==> src/hw/rtl/r2k_pkg.sv <==
// ----------------------------------------------------------------------------
// r2k_pkg
// Shared widths, constants and the romaji table for the kana converter.
// ----------------------------------------------------------------------------
package r2k_pkg;

  localparam int CODE_W        = 21;
  localparam int LOOKAHEAD_DEF = 3;
  localparam int ROM_N         = 107;
  localparam int ROM_IDX_W     = 7;

  localparam logic [CODE_W-1:0] KANA_N    = 21'h03093;
  localparam logic [CODE_W-1:0] SMALL_TSU = 21'h03063;
  localparam logic [CODE_W-1:0] MARU      = 21'h0309C;
  localparam logic [CODE_W-1:0] CH_DASH   = 21'h0002D;
  localparam logic [CODE_W-1:0] CH_N      = 21'h0006E;
  localparam logic [CODE_W-1:0] CH_Y      = 21'h00079;
  localparam logic [CODE_W-1:0] CH_C      = 21'h00063;
  localparam logic [CODE_W-1:0] CH_P      = 21'h00070;
  localparam logic [CODE_W-1:0] CH_S      = 21'h00073;
  localparam logic [CODE_W-1:0] CH_T      = 21'h00074;
  localparam logic [CODE_W-1:0] CH_K      = 21'h0006B;

  // one table row: letters (zero = unused), kana pair (second zero = none)
  typedef struct packed {
    logic [7:0]  c0;
    logic [7:0]  c1;
    logic [7:0]  c2;
    logic [15:0] k0;
    logic [15:0] k1;
  } rom_row_t;

  // command from controller to datapath
  typedef struct packed {
    logic load;     // store accepted character
    logic resolve;  // resolve leading position, latch results
    logic emit;     // present next pending result
  } dp_cmd_t;

  // status from datapath to controller
  typedef struct packed {
    logic       need_resolve;  // buffer full or draining at end of text
    logic       more_pending;  // results still waiting after current one
  } dp_sts_t;

  function automatic rom_row_t mk(input string s, input logic [15:0] a,
                                  input logic [15:0] b);
    rom_row_t r;
    r.c0 = s.len() > 0 ? s[0] : 8'd0;
    r.c1 = s.len() > 1 ? s[1] : 8'd0;
    r.c2 = s.len() > 2 ? s[2] : 8'd0;
    r.k0 = a;
    r.k1 = b;
    return r;
  endfunction

  function automatic rom_row_t rom_row(input logic [ROM_IDX_W-1:0] i);
    rom_row_t r;
    case (i)
      7'd0:   r = mk("a", 16'h3042, 16'h0);
      7'd1:   r = mk("i", 16'h3044, 16'h0);
      7'd2:   r = mk("u", 16'h3046, 16'h0);
      7'd3:   r = mk("e", 16'h3048, 16'h0);
      7'd4:   r = mk("o", 16'h304A, 16'h0);
      7'd5:   r = mk("ka", 16'h304B, 16'h0);
      7'd6:   r = mk("ki", 16'h304D, 16'h0);
      7'd7:   r = mk("ku", 16'h304F, 16'h0);
      7'd8:   r = mk("ke", 16'h3051, 16'h0);
      7'd9:   r = mk("ko", 16'h3053, 16'h0);
      7'd10:  r = mk("sa", 16'h3055, 16'h0);
      7'd11:  r = mk("si", 16'h3057, 16'h0);
      7'd12:  r = mk("su", 16'h3059, 16'h0);
      7'd13:  r = mk("se", 16'h305B, 16'h0);
      7'd14:  r = mk("so", 16'h305D, 16'h0);
      7'd15:  r = mk("shi", 16'h3057, 16'h0);
      7'd16:  r = mk("ta", 16'h305F, 16'h0);
      7'd17:  r = mk("ti", 16'h3061, 16'h0);
      7'd18:  r = mk("tu", 16'h3064, 16'h0);
      7'd19:  r = mk("te", 16'h3066, 16'h0);
      7'd20:  r = mk("to", 16'h3068, 16'h0);
      7'd21:  r = mk("chi", 16'h3061, 16'h0);
      7'd22:  r = mk("tsu", 16'h3064, 16'h0);
      7'd23:  r = mk("na", 16'h306A, 16'h0);
      7'd24:  r = mk("ni", 16'h306B, 16'h0);
      7'd25:  r = mk("nu", 16'h306C, 16'h0);
      7'd26:  r = mk("ne", 16'h306D, 16'h0);
      7'd27:  r = mk("no", 16'h306E, 16'h0);
      7'd28:  r = mk("ha", 16'h306F, 16'h0);
      7'd29:  r = mk("hi", 16'h3072, 16'h0);
      7'd30:  r = mk("fu", 16'h3075, 16'h0);
      7'd31:  r = mk("he", 16'h3078, 16'h0);
      7'd32:  r = mk("ho", 16'h307B, 16'h0);
      7'd33:  r = mk("ma", 16'h307E, 16'h0);
      7'd34:  r = mk("mi", 16'h307F, 16'h0);
      7'd35:  r = mk("mu", 16'h3080, 16'h0);
      7'd36:  r = mk("me", 16'h3081, 16'h0);
      7'd37:  r = mk("mo", 16'h3082, 16'h0);
      7'd38:  r = mk("ya", 16'h3084, 16'h0);
      7'd39:  r = mk("yu", 16'h3086, 16'h0);
      7'd40:  r = mk("yo", 16'h3088, 16'h0);
      7'd41:  r = mk("ra", 16'h3089, 16'h0);
      7'd42:  r = mk("ri", 16'h308A, 16'h0);
      7'd43:  r = mk("ru", 16'h308B, 16'h0);
      7'd44:  r = mk("re", 16'h308C, 16'h0);
      7'd45:  r = mk("ro", 16'h308D, 16'h0);
      7'd46:  r = mk("wa", 16'h308F, 16'h0);
      7'd47:  r = mk("wo", 16'h3092, 16'h0);
      7'd48:  r = mk("ga", 16'h304C, 16'h0);
      7'd49:  r = mk("gi", 16'h304E, 16'h0);
      7'd50:  r = mk("gu", 16'h3050, 16'h0);
      7'd51:  r = mk("ge", 16'h3052, 16'h0);
      7'd52:  r = mk("go", 16'h3054, 16'h0);
      7'd53:  r = mk("za", 16'h3056, 16'h0);
      7'd54:  r = mk("ji", 16'h3058, 16'h0);
      7'd55:  r = mk("zu", 16'h305A, 16'h0);
      7'd56:  r = mk("ze", 16'h305C, 16'h0);
      7'd57:  r = mk("zo", 16'h305E, 16'h0);
      7'd58:  r = mk("da", 16'h3060, 16'h0);
      7'd59:  r = mk("di", 16'h3062, 16'h0);
      7'd60:  r = mk("du", 16'h3065, 16'h0);
      7'd61:  r = mk("de", 16'h3067, 16'h0);
      7'd62:  r = mk("do", 16'h3069, 16'h0);
      7'd63:  r = mk("ba", 16'h3070, 16'h0);
      7'd64:  r = mk("bi", 16'h3073, 16'h0);
      7'd65:  r = mk("bu", 16'h3076, 16'h0);
      7'd66:  r = mk("be", 16'h3079, 16'h0);
      7'd67:  r = mk("bo", 16'h307C, 16'h0);
      7'd68:  r = mk("pa", 16'h3071, 16'h0);
      7'd69:  r = mk("pi", 16'h3074, 16'h0);
      7'd70:  r = mk("pu", 16'h3077, 16'h0);
      7'd71:  r = mk("pe", 16'h307A, 16'h0);
      7'd72:  r = mk("po", 16'h307D, 16'h0);
      7'd73:  r = mk("kya", 16'h304D, 16'h3083);
      7'd74:  r = mk("kyu", 16'h304D, 16'h3085);
      7'd75:  r = mk("kyo", 16'h304D, 16'h3087);
      7'd76:  r = mk("sha", 16'h3057, 16'h3083);
      7'd77:  r = mk("shu", 16'h3057, 16'h3085);
      7'd78:  r = mk("sho", 16'h3057, 16'h3087);
      7'd79:  r = mk("cha", 16'h3061, 16'h3083);
      7'd80:  r = mk("chu", 16'h3061, 16'h3085);
      7'd81:  r = mk("cho", 16'h3061, 16'h3087);
      7'd82:  r = mk("nya", 16'h306B, 16'h3083);
      7'd83:  r = mk("nyu", 16'h306B, 16'h3085);
      7'd84:  r = mk("nyo", 16'h306B, 16'h3087);
      7'd85:  r = mk("hya", 16'h3072, 16'h3083);
      7'd86:  r = mk("hyu", 16'h3072, 16'h3085);
      7'd87:  r = mk("hyo", 16'h3072, 16'h3087);
      7'd88:  r = mk("mya", 16'h307F, 16'h3083);
      7'd89:  r = mk("myu", 16'h307F, 16'h3085);
      7'd90:  r = mk("myo", 16'h307F, 16'h3087);
      7'd91:  r = mk("rya", 16'h308A, 16'h3083);
      7'd92:  r = mk("ryu", 16'h308A, 16'h3085);
      7'd93:  r = mk("ryo", 16'h308A, 16'h3087);
      7'd94:  r = mk("gya", 16'h304E, 16'h3083);
      7'd95:  r = mk("gyu", 16'h304E, 16'h3085);
      7'd96:  r = mk("gyo", 16'h304E, 16'h3087);
      7'd97:  r = mk("ja", 16'h3058, 16'h3083);
      7'd98:  r = mk("ju", 16'h3058, 16'h3085);
      7'd99:  r = mk("jo", 16'h3058, 16'h3087);
      7'd100: r = mk("bya", 16'h3073, 16'h3083);
      7'd101: r = mk("byu", 16'h3073, 16'h3085);
      7'd102: r = mk("byo", 16'h3073, 16'h3087);
      7'd103: r = mk("pya", 16'h3074, 16'h3083);
      7'd104: r = mk("pyu", 16'h3074, 16'h3085);
      7'd105: r = mk("pyo", 16'h3074, 16'h3087);
      7'd106: r = mk("nn", 16'h3093, 16'h0);
      default: r = '0;
    endcase
    return r;
  endfunction

endpackage

==> src/hw/rtl/r2k_ctrl.sv <==
// ----------------------------------------------------------------------------
// r2k_ctrl
// Sequencer: load, resolve positions one by one, hand out results.
// ----------------------------------------------------------------------------
module r2k_ctrl (
  input  logic             clk,
  input  logic             rst_n,
  input  logic             in_fire,
  input  logic             out_fire,
  input  r2k_pkg::dp_sts_t sts,
  output logic             in_ready,
  output logic             out_valid,
  output r2k_pkg::dp_cmd_t cmd
);
  import r2k_pkg::*;

  typedef enum logic [1:0] {S_IDLE, S_CHECK, S_SHOW} state_t;
  state_t state_r, state_nxt;

  always_comb begin
    cmd       = '0;
    state_nxt = state_r;
    in_ready  = (state_r == S_IDLE);
    out_valid = (state_r == S_SHOW);
    case (state_r)
      S_IDLE: begin
        if (in_fire) begin
          cmd.load  = 1'b1;
          state_nxt = S_CHECK;
        end
      end
      S_CHECK: begin
        if (sts.need_resolve) begin
          cmd.resolve = 1'b1;
          state_nxt   = S_SHOW;
        end else begin
          state_nxt = S_IDLE;
        end
      end
      S_SHOW: begin
        if (out_fire) begin
          cmd.emit = 1'b1;
          if (!sts.more_pending) state_nxt = S_CHECK;
        end
      end
      default: state_nxt = S_IDLE;
    endcase
  end

  always_ff @(posedge clk) begin
    if (!rst_n) state_r <= S_IDLE;
    else        state_r <= state_nxt;
  end
endmodule

==> src/hw/rtl/r2k_dp.sv <==
// ----------------------------------------------------------------------------
// r2k_dp
// Look-ahead buffer, table match and result latch.
// ----------------------------------------------------------------------------
module r2k_dp #(
  parameter int DEPTH = r2k_pkg::LOOKAHEAD_DEF
) (
  input  logic                      clk,
  input  logic                      rst_n,
  input  r2k_pkg::dp_cmd_t          cmd,
  input  logic [r2k_pkg::CODE_W-1:0] in_code,
  input  logic                      in_eot,
  input  logic                      full_text,
  output r2k_pkg::dp_sts_t          sts,
  output logic [r2k_pkg::CODE_W-1:0] out_code,
  output logic                      out_run_end,
  output logic                      out_text_end
);
  import r2k_pkg::*;
  localparam int CW = $clog2(DEPTH + 1);
  localparam int IW = $clog2(DEPTH);

  logic [CODE_W-1:0] buf_r [DEPTH];
  logic [CW-1:0]     cnt_r;
  logic              eot_r;
  logic [CODE_W-1:0] p0_r, p1_r;
  logic              two_r, sel_r;

  // match: first row whose letters equal the leading characters
  logic              hit;
  rom_row_t          row;
  logic [1:0]        len;
  logic              has1, has2;
  logic [CODE_W-1:0] c0, c1, c2;

  assign c0   = buf_r[0];
  assign c1   = buf_r[1];
  assign c2   = buf_r[2];
  assign has1 = cnt_r > CW'(1);
  assign has2 = cnt_r > CW'(2);

  always_comb begin
    rom_row_t r;
    logic ok;
    hit = 1'b0;
    row = '0;
    for (int e = ROM_N - 1; e >= 0; e--) begin
      r  = rom_row(ROM_IDX_W'(e));
      ok = (c0 == CODE_W'(r.c0)) &&
           (r.c1 == 8'd0 || (has1 && c1 == CODE_W'(r.c1))) &&
           (r.c2 == 8'd0 || (has2 && c2 == CODE_W'(r.c2)));
      if (ok) begin
        hit = 1'b1;
        row = r;
      end
    end
    len = (row.c2 != 8'd0) ? 2'd3 : (row.c1 != 8'd0) ? 2'd2 : 2'd1;
  end

  logic [CODE_W-1:0] r0;
  logic              rtwo;
  logic [1:0]        used;
  logic              dbl;

  always_comb begin
    dbl  = (c0 == CH_C || c0 == CH_P || c0 == CH_S || c0 == CH_T || c0 == CH_K)
           && has1 && c1 == c0;
    rtwo = 1'b0;
    used = 2'd1;
    if (c0 == CH_DASH) r0 = MARU;
    else if (hit) begin
      r0   = CODE_W'(row.k0);
      rtwo = row.k1 != 16'd0;
      used = len;
    end else if (c0 == CH_N && (full_text || has1) && !(has1 && c1 == CH_Y))
      r0 = KANA_N;
    else if (dbl) r0 = SMALL_TSU;
    else r0 = c0;
  end

  logic [CW-1:0] cnt_after;
  assign cnt_after = cnt_r - CW'(used);

  assign sts.need_resolve = (cnt_r != '0) && (eot_r || cnt_r >= CW'(DEPTH));
  assign sts.more_pending = two_r && !sel_r;

  // last result of the step: no further resolve will follow
  logic last;
  assign last = !sts.more_pending &&
                !((cnt_r != '0) && (eot_r || cnt_r >= CW'(DEPTH)));

  assign out_code     = sel_r ? p1_r : p0_r;
  assign out_run_end  = last;
  assign out_text_end = last && eot_r;

  always_ff @(posedge clk) begin
    if (!rst_n) begin
      cnt_r <= '0;
      eot_r <= 1'b0;
      sel_r <= 1'b0;
      two_r <= 1'b0;
      for (int i = 0; i < DEPTH; i++) buf_r[i] <= '0;
    end else begin
      if (cmd.load) begin
        if (cnt_r >= CW'(DEPTH)) begin
          buf_r[DEPTH-1] <= in_code;
          cnt_r          <= CW'(DEPTH);
        end else begin
          buf_r[cnt_r[IW-1:0]] <= in_code;
          cnt_r                <= cnt_r + CW'(1);
        end
        eot_r <= in_eot;
      end
      if (cmd.resolve) begin
        p0_r  <= r0;
        p1_r  <= CODE_W'(row.k1);
        two_r <= rtwo;
        sel_r <= 1'b0;
        for (int i = 0; i < DEPTH; i++) begin
          if (i + int'(used) < int'(cnt_r)) buf_r[i] <= buf_r[i + int'(used)];
          else buf_r[i] <= '0;
        end
        cnt_r <= (CW'(used) > cnt_r) ? '0 : cnt_after;
      end
      if (cmd.emit) sel_r <= sts.more_pending;
    end
  end
endmodule

==> src/hw/rtl/romaji_to_kana_stream.sv <==
// ----------------------------------------------------------------------------
// romaji_to_kana_stream
// Streaming romaji to hiragana converter with a small look-ahead buffer.
// ----------------------------------------------------------------------------
// channel | dir | tdata                 | tuser
// in_     | in  | [20:0] char_code      | [0] end_of_text
// out_    | out | [20:0] out_code       | [0] run_end, [1] text_end
// cfg_    | in  | cfg_wdata = full_text | -
//
// An item is loaded in S_IDLE; S_CHECK then resolves positions one by one, and
// S_SHOW hands out each result before the next resolve. The single
// resolve/match unit over the table ROM serializes this work.
// in_tready is low until every result of the previous transfer is taken.
// A stalled out_ holds its data. Reset empties the buffer, full_text = 0.
// ----------------------------------------------------------------------------
module romaji_to_kana_stream #(
  parameter int LOOKAHEAD_DEPTH = r2k_pkg::LOOKAHEAD_DEF
) (
  input  logic        clk,
  input  logic        rst_n,
  input  logic        in_tvalid,
  output logic        in_tready,
  input  logic [23:0] in_tdata,   // [20:0] char_code
  input  logic        in_tuser,   // [0] end_of_text
  output logic        out_tvalid,
  input  logic        out_tready,
  output logic [23:0] out_tdata,  // [20:0] out_code
  output logic [1:0]  out_tuser,  // [0] run_end, [1] text_end
  input  logic        cfg_we,
  input  logic        cfg_wdata
);
  import r2k_pkg::*;

  logic              full_text_r;
  dp_cmd_t           cmd;
  dp_sts_t           sts;
  logic [CODE_W-1:0] code;
  logic              run_end, text_end;
  logic              in_fire, out_fire;

  assign in_fire  = in_tvalid && in_tready;
  assign out_fire = out_tvalid && out_tready;

  always_ff @(posedge clk) begin
    if (!rst_n)      full_text_r <= 1'b0;
    else if (cfg_we) full_text_r <= cfg_wdata;
  end

  r2k_ctrl u_ctrl (
    .clk, .rst_n, .in_fire, .out_fire, .sts,
    .in_ready(in_tready), .out_valid(out_tvalid), .cmd
  );

  r2k_dp #(.DEPTH(LOOKAHEAD_DEPTH)) u_dp (
    .clk, .rst_n, .cmd,
    .in_code(in_tdata[CODE_W-1:0]), .in_eot(in_tuser),
    .full_text(full_text_r), .sts,
    .out_code(code), .out_run_end(run_end), .out_text_end(text_end)
  );

  assign out_tdata = {3'b000, code};
  assign out_tuser = {text_end, run_end};

`ifndef SYNTHESIS
  a_excl: assert property (@(posedge clk) disable iff (!rst_n)
    !(in_tready && out_tvalid)) else $error("input and output both open");
  a_hold: assert property (@(posedge clk) disable iff (!rst_n)
    out_tvalid && !out_tready |=> out_tvalid && $stable(out_tdata))
    else $error("stalled result changed");
  a_te: assert property (@(posedge clk) disable iff (!rst_n)
    out_tvalid && out_tuser[1] |-> out_tuser[0]) else $error("text end w/o run end");
`endif
endmodule

==> config.mk <==
export PLATFORM = sky130hd
export DESIGN_NAME = romaji_to_kana_stream
export DESIGN_NICKNAME = d
export VERILOG_FILES = /design/src/hw/rtl/r2k_pkg.sv /design/src/hw/rtl/r2k_ctrl.sv /design/src/hw/rtl/r2k_dp.sv /design/src/hw/rtl/romaji_to_kana_stream.sv
export SDC_FILE = /design/constraint.sdc
export NUM_CORES = 1
export LEC_CHECK = 0
export ABC_AREA = 1
export BUFFER_PORTS_ARGS = -buffer_cell sky130_fd_sc_hd__clkbuf_2
export CAP_MARGIN = 20
export CORE_UTILIZATION = 60
export DETAILED_ROUTE_END_ITERATION = 8
export MAX_ROUTING_LAYER = met4
export PLACE_DENSITY = 0.79
export SETUP_SLACK_MARGIN = 0.15
export SYNTH_ARGS = -nofsm -noshare
export SYNTH_HDL_FRONTEND = slang
export SYNTH_SLANG_ARGS = --single-unit
export TNS_END_PERCENT = 5
==> constraint.sdc <==
create_clock -name clk -period 7.95 [get_ports clk]
set_input_delay 1.1925 -clock clk [delete_from_list [all_inputs] [get_ports clk]]
set_output_delay 1.1925 -clock clk [all_outputs]
set_load 0.05 [all_outputs]
# After elaboration in Yosys (flattened, before gate mapping)
# Memories as Yosys holds them, arrays and structs flattened.
# Cells that the tools add are included.
# word_totals
reg_bits	45
latch_bits	0
ram_bits	63
mem_bits_ro	0
inputBits	31
out_inout_bits	28
wordCells	511
mem_count	1
# classes
n_addsub	4
n_mul	0
n_div	0
order_cmp	7
eq_ne	42
shift	0
n_mux	284
bitwise_logic	7
reduce_logical	157
# memory_table
memory	words	word_bits	read_ports	rd_ports_with_merged_regs	write_ports	line	text
u_dp.buf_r	3	21	6	0	3	r2k_dp.sv:23	logic [CODE_W-1:0] buf_r [DEPTH];
# ops
op	n
two-way mux 48 bit	106
equality test 21 x 7 -> 1 bit, second input constant	35
two-way mux 21 bit	9
two-way mux 1 bit	151
logical AND 1 bit	136
less-than comparator 32 x 3 -> 1 bit	2
two-way mux 16 bit	3
two-way mux 47 bit	1
two-way mux 2 bit	13
equality test 21 bit	1
equality test 21 x 6 -> 1 bit, second input constant	1
OR reduction 21 bit	1
nonzero test 16 bit	1
nonzero test 8 bit	2
bitwise OR 1 bit	7
logical OR 1 bit	6
case mux 2 bit (3 select lines)	1
nonzero test 2 bit	3
zero test 1 bit	4
inequality test 2 x 1 -> 1 bit, second input constant	2
OR reduction 4 bit	1
adder 1 x 2 -> 3 bit, first input constant	1
adder 2 x 2 -> 3 bit, first input constant	1
AND reduction 3 bit	1
12 further kinds	12

# Longest topological paths before layout
# An unclocked memory read counts as a cell.
# depth
depth_word	124
depth_mapped	30
ltp_nobuf	27

# Modules after synthesis
# A second synthesis with hierarchy kept.
# unflattened
hier_cells	1411
area_unflattened_um2	10381.2
# by_module_without_submodules
module	n_inst	cells_each	area_each_um2	seq_area_each_um2
r2k_dp	1	1372	10134.7	3343.2
r2k_ctrl	1	23	148.9	40.0
romaji_to_kana_stream	1	16	97.6	20.0

# Worst setup path before layout
# No wires, ideal clock.
# synth_timing
path_type	reg-to-reg
from	memory u_dp.buf_r[0][17]
to	memory u_dp.buf_r[1][0], enable pin
setup_time_ns	0.406
t_arrival_ns	4.338
required_time_ns	7.544
setup_slack_ns	3.206
stages_incl_launch_ff	25
path_buffers	3
synth_period_minus_slack_ns	4.744
path_cell_list	edfxtp_1 or2_1 nor2_4 nand2_8 buf_8 nor4_4 nand2_2 inv_2 o21ai_2 o21ai_2 nor3_1 nand3_1 nor3_1 and2_4 nand2_8 nand2_8 clkinv_8 buf_6 buf_4 fa_1 nor2_1 nor3_1 nor2_1 nor3_1 o211ai_1
# synth_lines
element	line
start: declaration	r2k_dp.sv:23

==> metrics.md <==
| Metric | Value |
|---|---|
| Initial antenna violation count | 0 |
| Post-route minimum period | 5.74 ns |
| Hold-fix buffers, CTS | 0 |
| Root buf cell | clkbuf_16 |
| Routed length per instance | 19.0 um |
| Internal power | approximately 1300 uW |
| Non-filler cells, final | 1590 |
| WHS Endpoint | u_dp.eot_r |
| Main synth FF type | edfxtp_1 |
| Final Hold Viols | 0 |
| GP Congestion | 1.06 |
| Core area | 15400 um2 |
| Worst-Skew Late Latency | 0.43 ns |
| Startpoint Class | register |
| Layout cells sized above 1 | 15.0% |
| Hold path depth | 2 |
| VDD IR-drop max | ~0.00018 V |
| FMAX | 174 MHz |
| Die W | 129 um |
| First-pass GRT wire length | 48.1 mm |
| Worst-margin pin slew | between 1 and 1.5 ns |
| R2r endpoint | u_dp.buf_r[0][18] |
| # IOs | 59 |
| Post-synth EDFFs | 108 |
| IO buf count | 52 |
| M2 GR Usage | 58.2% |
| Endpoints failing setup | 0 |
| Vias post-DR | 9983 |
| Cell area after placement | a little under 10000 um2 |
| Vias in the first global route | 8960 |
| Vias per cell | 6.28 |
| Yosys warnings | 0 |
| Max-slew headroom | a little under a third |
| Die Area | 16600 um2 |
| Grt peak-use layer | met2 |
| Post-route ant nets | 0 |
| TritonRoute pass-1 iters | 6 |
| Placed cells | 1558 |
| Netlist cell types | 66 |
| FP Rows | 45 |
| Fin area | 10500 um2 |
| Worst Min Path Start | u_dp.eot_r |
| Total Wirelength | 30.2 mm |
| Most frequent cells in the layout | 213 x nor2_1, 170 x nand2_1, 145 x inv_1 |
| Kind of critical path | reg2reg |
| Final setup skew | 0.0220 ns |
| Met3 Use GR | just over 8% |
| Post-CTS Repair Setup Buffers | 0 |
| Status | completed |
| Combinational power share | 10.5% |
| M1 GR Usage | 52.3% |
| DRT iter0 DRCs | around 1100 |
| Switching Share | 26.6% |
| H-tree Lvls | 4 |
| Ys async rst share | 0% |
| Fin crit share | 72.2% |
| Crit path capture type | register |
| Grt total ovfl | 0 |
| Post-DP HPWL | 22.3 mm |
| Layout area overhead | 9.38% |
| Critical Path AT | slightly below 6 ns |
| R2R Setup Slk | 2.21 ns |
| Starting density of the core | 62.5% |
| Max FO, Critical Path | 39 |
| Die H | 129 um |
| NumNets Final | 1406 |
| P_leak | 0.00443 uW |
| Clk sinks | roughly 120 |
| FF-to-FF Start | u_dp.buf_r[2][15] |
| Most common cell after layout, fill and taps aside | nor2_1 |
| Synth Register Bits | 116 |
| WP data required | between 8 and 9 ns |
| Slew Limit Fails | 0 |
| Register area share after synthesis | roughly a third |
| Post-CTS sizing | 0 |
| Mapped Cells | between 1000 and 1500 |
| R2r worst-path depth | 20 |
| Clock transition at the registers of the reported paths | 0.05 ns |
| DRC violations left | 0 |
| Psw | 454 uW |
| HP Class | reg2reg |
| Power share of the sequential group | around 44% |
| Syn Area/Cell | 7.23 um2 |
| Tot GR Track Use | 39.3% |
| Largest net degree at the start of global routing | 63 |
| Total CTS buffers | 17 |
| Clock buffer depth | 2 |
| Power per cell area | 162 nW/um2 |
| Clock power frac | between 40% and 50% |
| N_diodes | 0 |
| Layout filler cell count | 1382 |
| CTS tree | done |
| Syn Std Cell Area | slightly below 10000 um2 |
| Setup tns final | 0 ns |
| Max-Cap Viols | 0 |
| Unrepaired setup endpoints after global routing | false |
## power groups by stage
| stage | combinational (uW) | sequential, uW | clock, uW |
|---|---|---|---|
| finish | 179 | 757 | 772 |
| global route | 198 | 759 | 796 |
| CTS | 174 | 754 | 773 |
| detailed placement | 172 | 766 | 0 |
| global placement | 168 | 765 | 0 |
| floorplan | 136 | 745 | 0 |
## per-stage QoR
| step | setup slack (ns) | hold WS, ns | util (%) | power (uW) |
|---|---|---|---|---|
| after floorplan | 3.21 | 0.439 | - | 881 |
| after global placement | 2.58 | 0.454 | 64.4 | 933 |
| after detailed placement | 2.48 | 0.471 | 64.4 | 938 |
| after CTS | 2.44 | 0.482 | 68.3 | 1700 |
| after global routing | 1.92 | 0.500 | 68.4 | 1750 |
| final | 2.21 | 0.478 | 68.4 | 1710 |
## final cells by class
class	instances	area (um2)	share of cell area, %
well taps	211	264	2.50
repair buffers	63	350	3.32
clock inverters	13	160	1.52
clock buffers	18	429	4.07
inverters	190	738	7.00
multi-input cells	979	5200	49.3
flip-flops and latches	116	3400	32.3
## synth_stat cells, types with 11 or more instances
master / n / area [um2]
a21oi_1: 45 / 225
buf_2: 17 / 85.1
clkbuf_1: 34 / 128
edfxtp_1: 108 / 3240
inv_1: 145 / 544
inv_2: 37 / 139
nand2_1: 170 / 638
nand2_2: 15 / 93.8
nand3_1: 58 / 290
nand4_1: 38 / 238
nor2_1: 214 / 803
nor2_2: 11 / 68.8
nor3_1: 59 / 295
nor4_1: 19 / 119
o2111ai_1: 13 / 114
o211ai_1: 24 / 180
o21ai_0: 112 / 561
o21ai_1: 36 / 180
o22ai_1: 38 / 238
## cell families after synthesis
logic type / count (synthesis) / synth area share (%)
buffers and inverters: 261 / 11.7
AND/OR/NAND/NOR: 626 / 31.7
XOR/XNOR: 3 / 0.273
other: 1 / 0.0389
AO/OA/AOI/OAI: 318 / 19.8
adder cells (fa/ha/maj): 8 / 1.19
flip-flops: 116 / 35.3
## layer usage
metal	vias up	routed length (um)
li1	4691	-
met5	-	0
met1	4539	12000
met2	669	13300
met4	0	1080
met3	84	3800
## sequential cells by signal, summed over array words and instances (netlist names)
signal / count
u_dp.cnt_r: 2
full_text_r: 1
u_dp.p0_r: 21
u_dp.buf_r: 84
u_ctrl.state_r: 2
u_dp.eot_r: 1
u_dp.sel_r: 1
u_dp.p1_r: 3
u_dp.two_r: 1
## worst max path at each step
stage	startpoint	to	depth (start not counted)	slack, ns
global placement	u_dp.buf_r[2][15]	u_dp.buf_r[0][9]	20	2.58
finish	u_dp.buf_r[2][15]	u_dp.buf_r[0][18]	20	2.21
global route	u_dp.buf_r[2][15]	u_dp.buf_r[0][8]	20	1.92
floorplan	u_dp.buf_r[0][17]	u_dp.buf_r[1][0]	24	3.21
detailed placement	u_dp.buf_r[2][15]	u_dp.buf_r[0][8]	20	2.48
CTS	u_dp.buf_r[2][15]	u_dp.buf_r[0][18]	20	2.44
## critical path, stage by stage, from the launching register on
cell and delay, ns:
edfxtp_1 0.41, nor2_1 0.18, nand2_1 0.09, nor2_1 0.44, nand4_1 0.70, inv_2 0.41, o21ai_1 0.11, nand2_1 0.16
nor2_2 0.09, nand2_2 0.07, nor3_1 0.05, and2_4 0.19, nand2_8 0.21, nand2_8 0.26, ha_1 0.29, fa_1 0.44
o21ai_0 0.23, nand2_1 0.23, inv_1 0.52, o21ai_0 0.25, o22ai_1 0.18
Power figures use the tool's default switching activity.
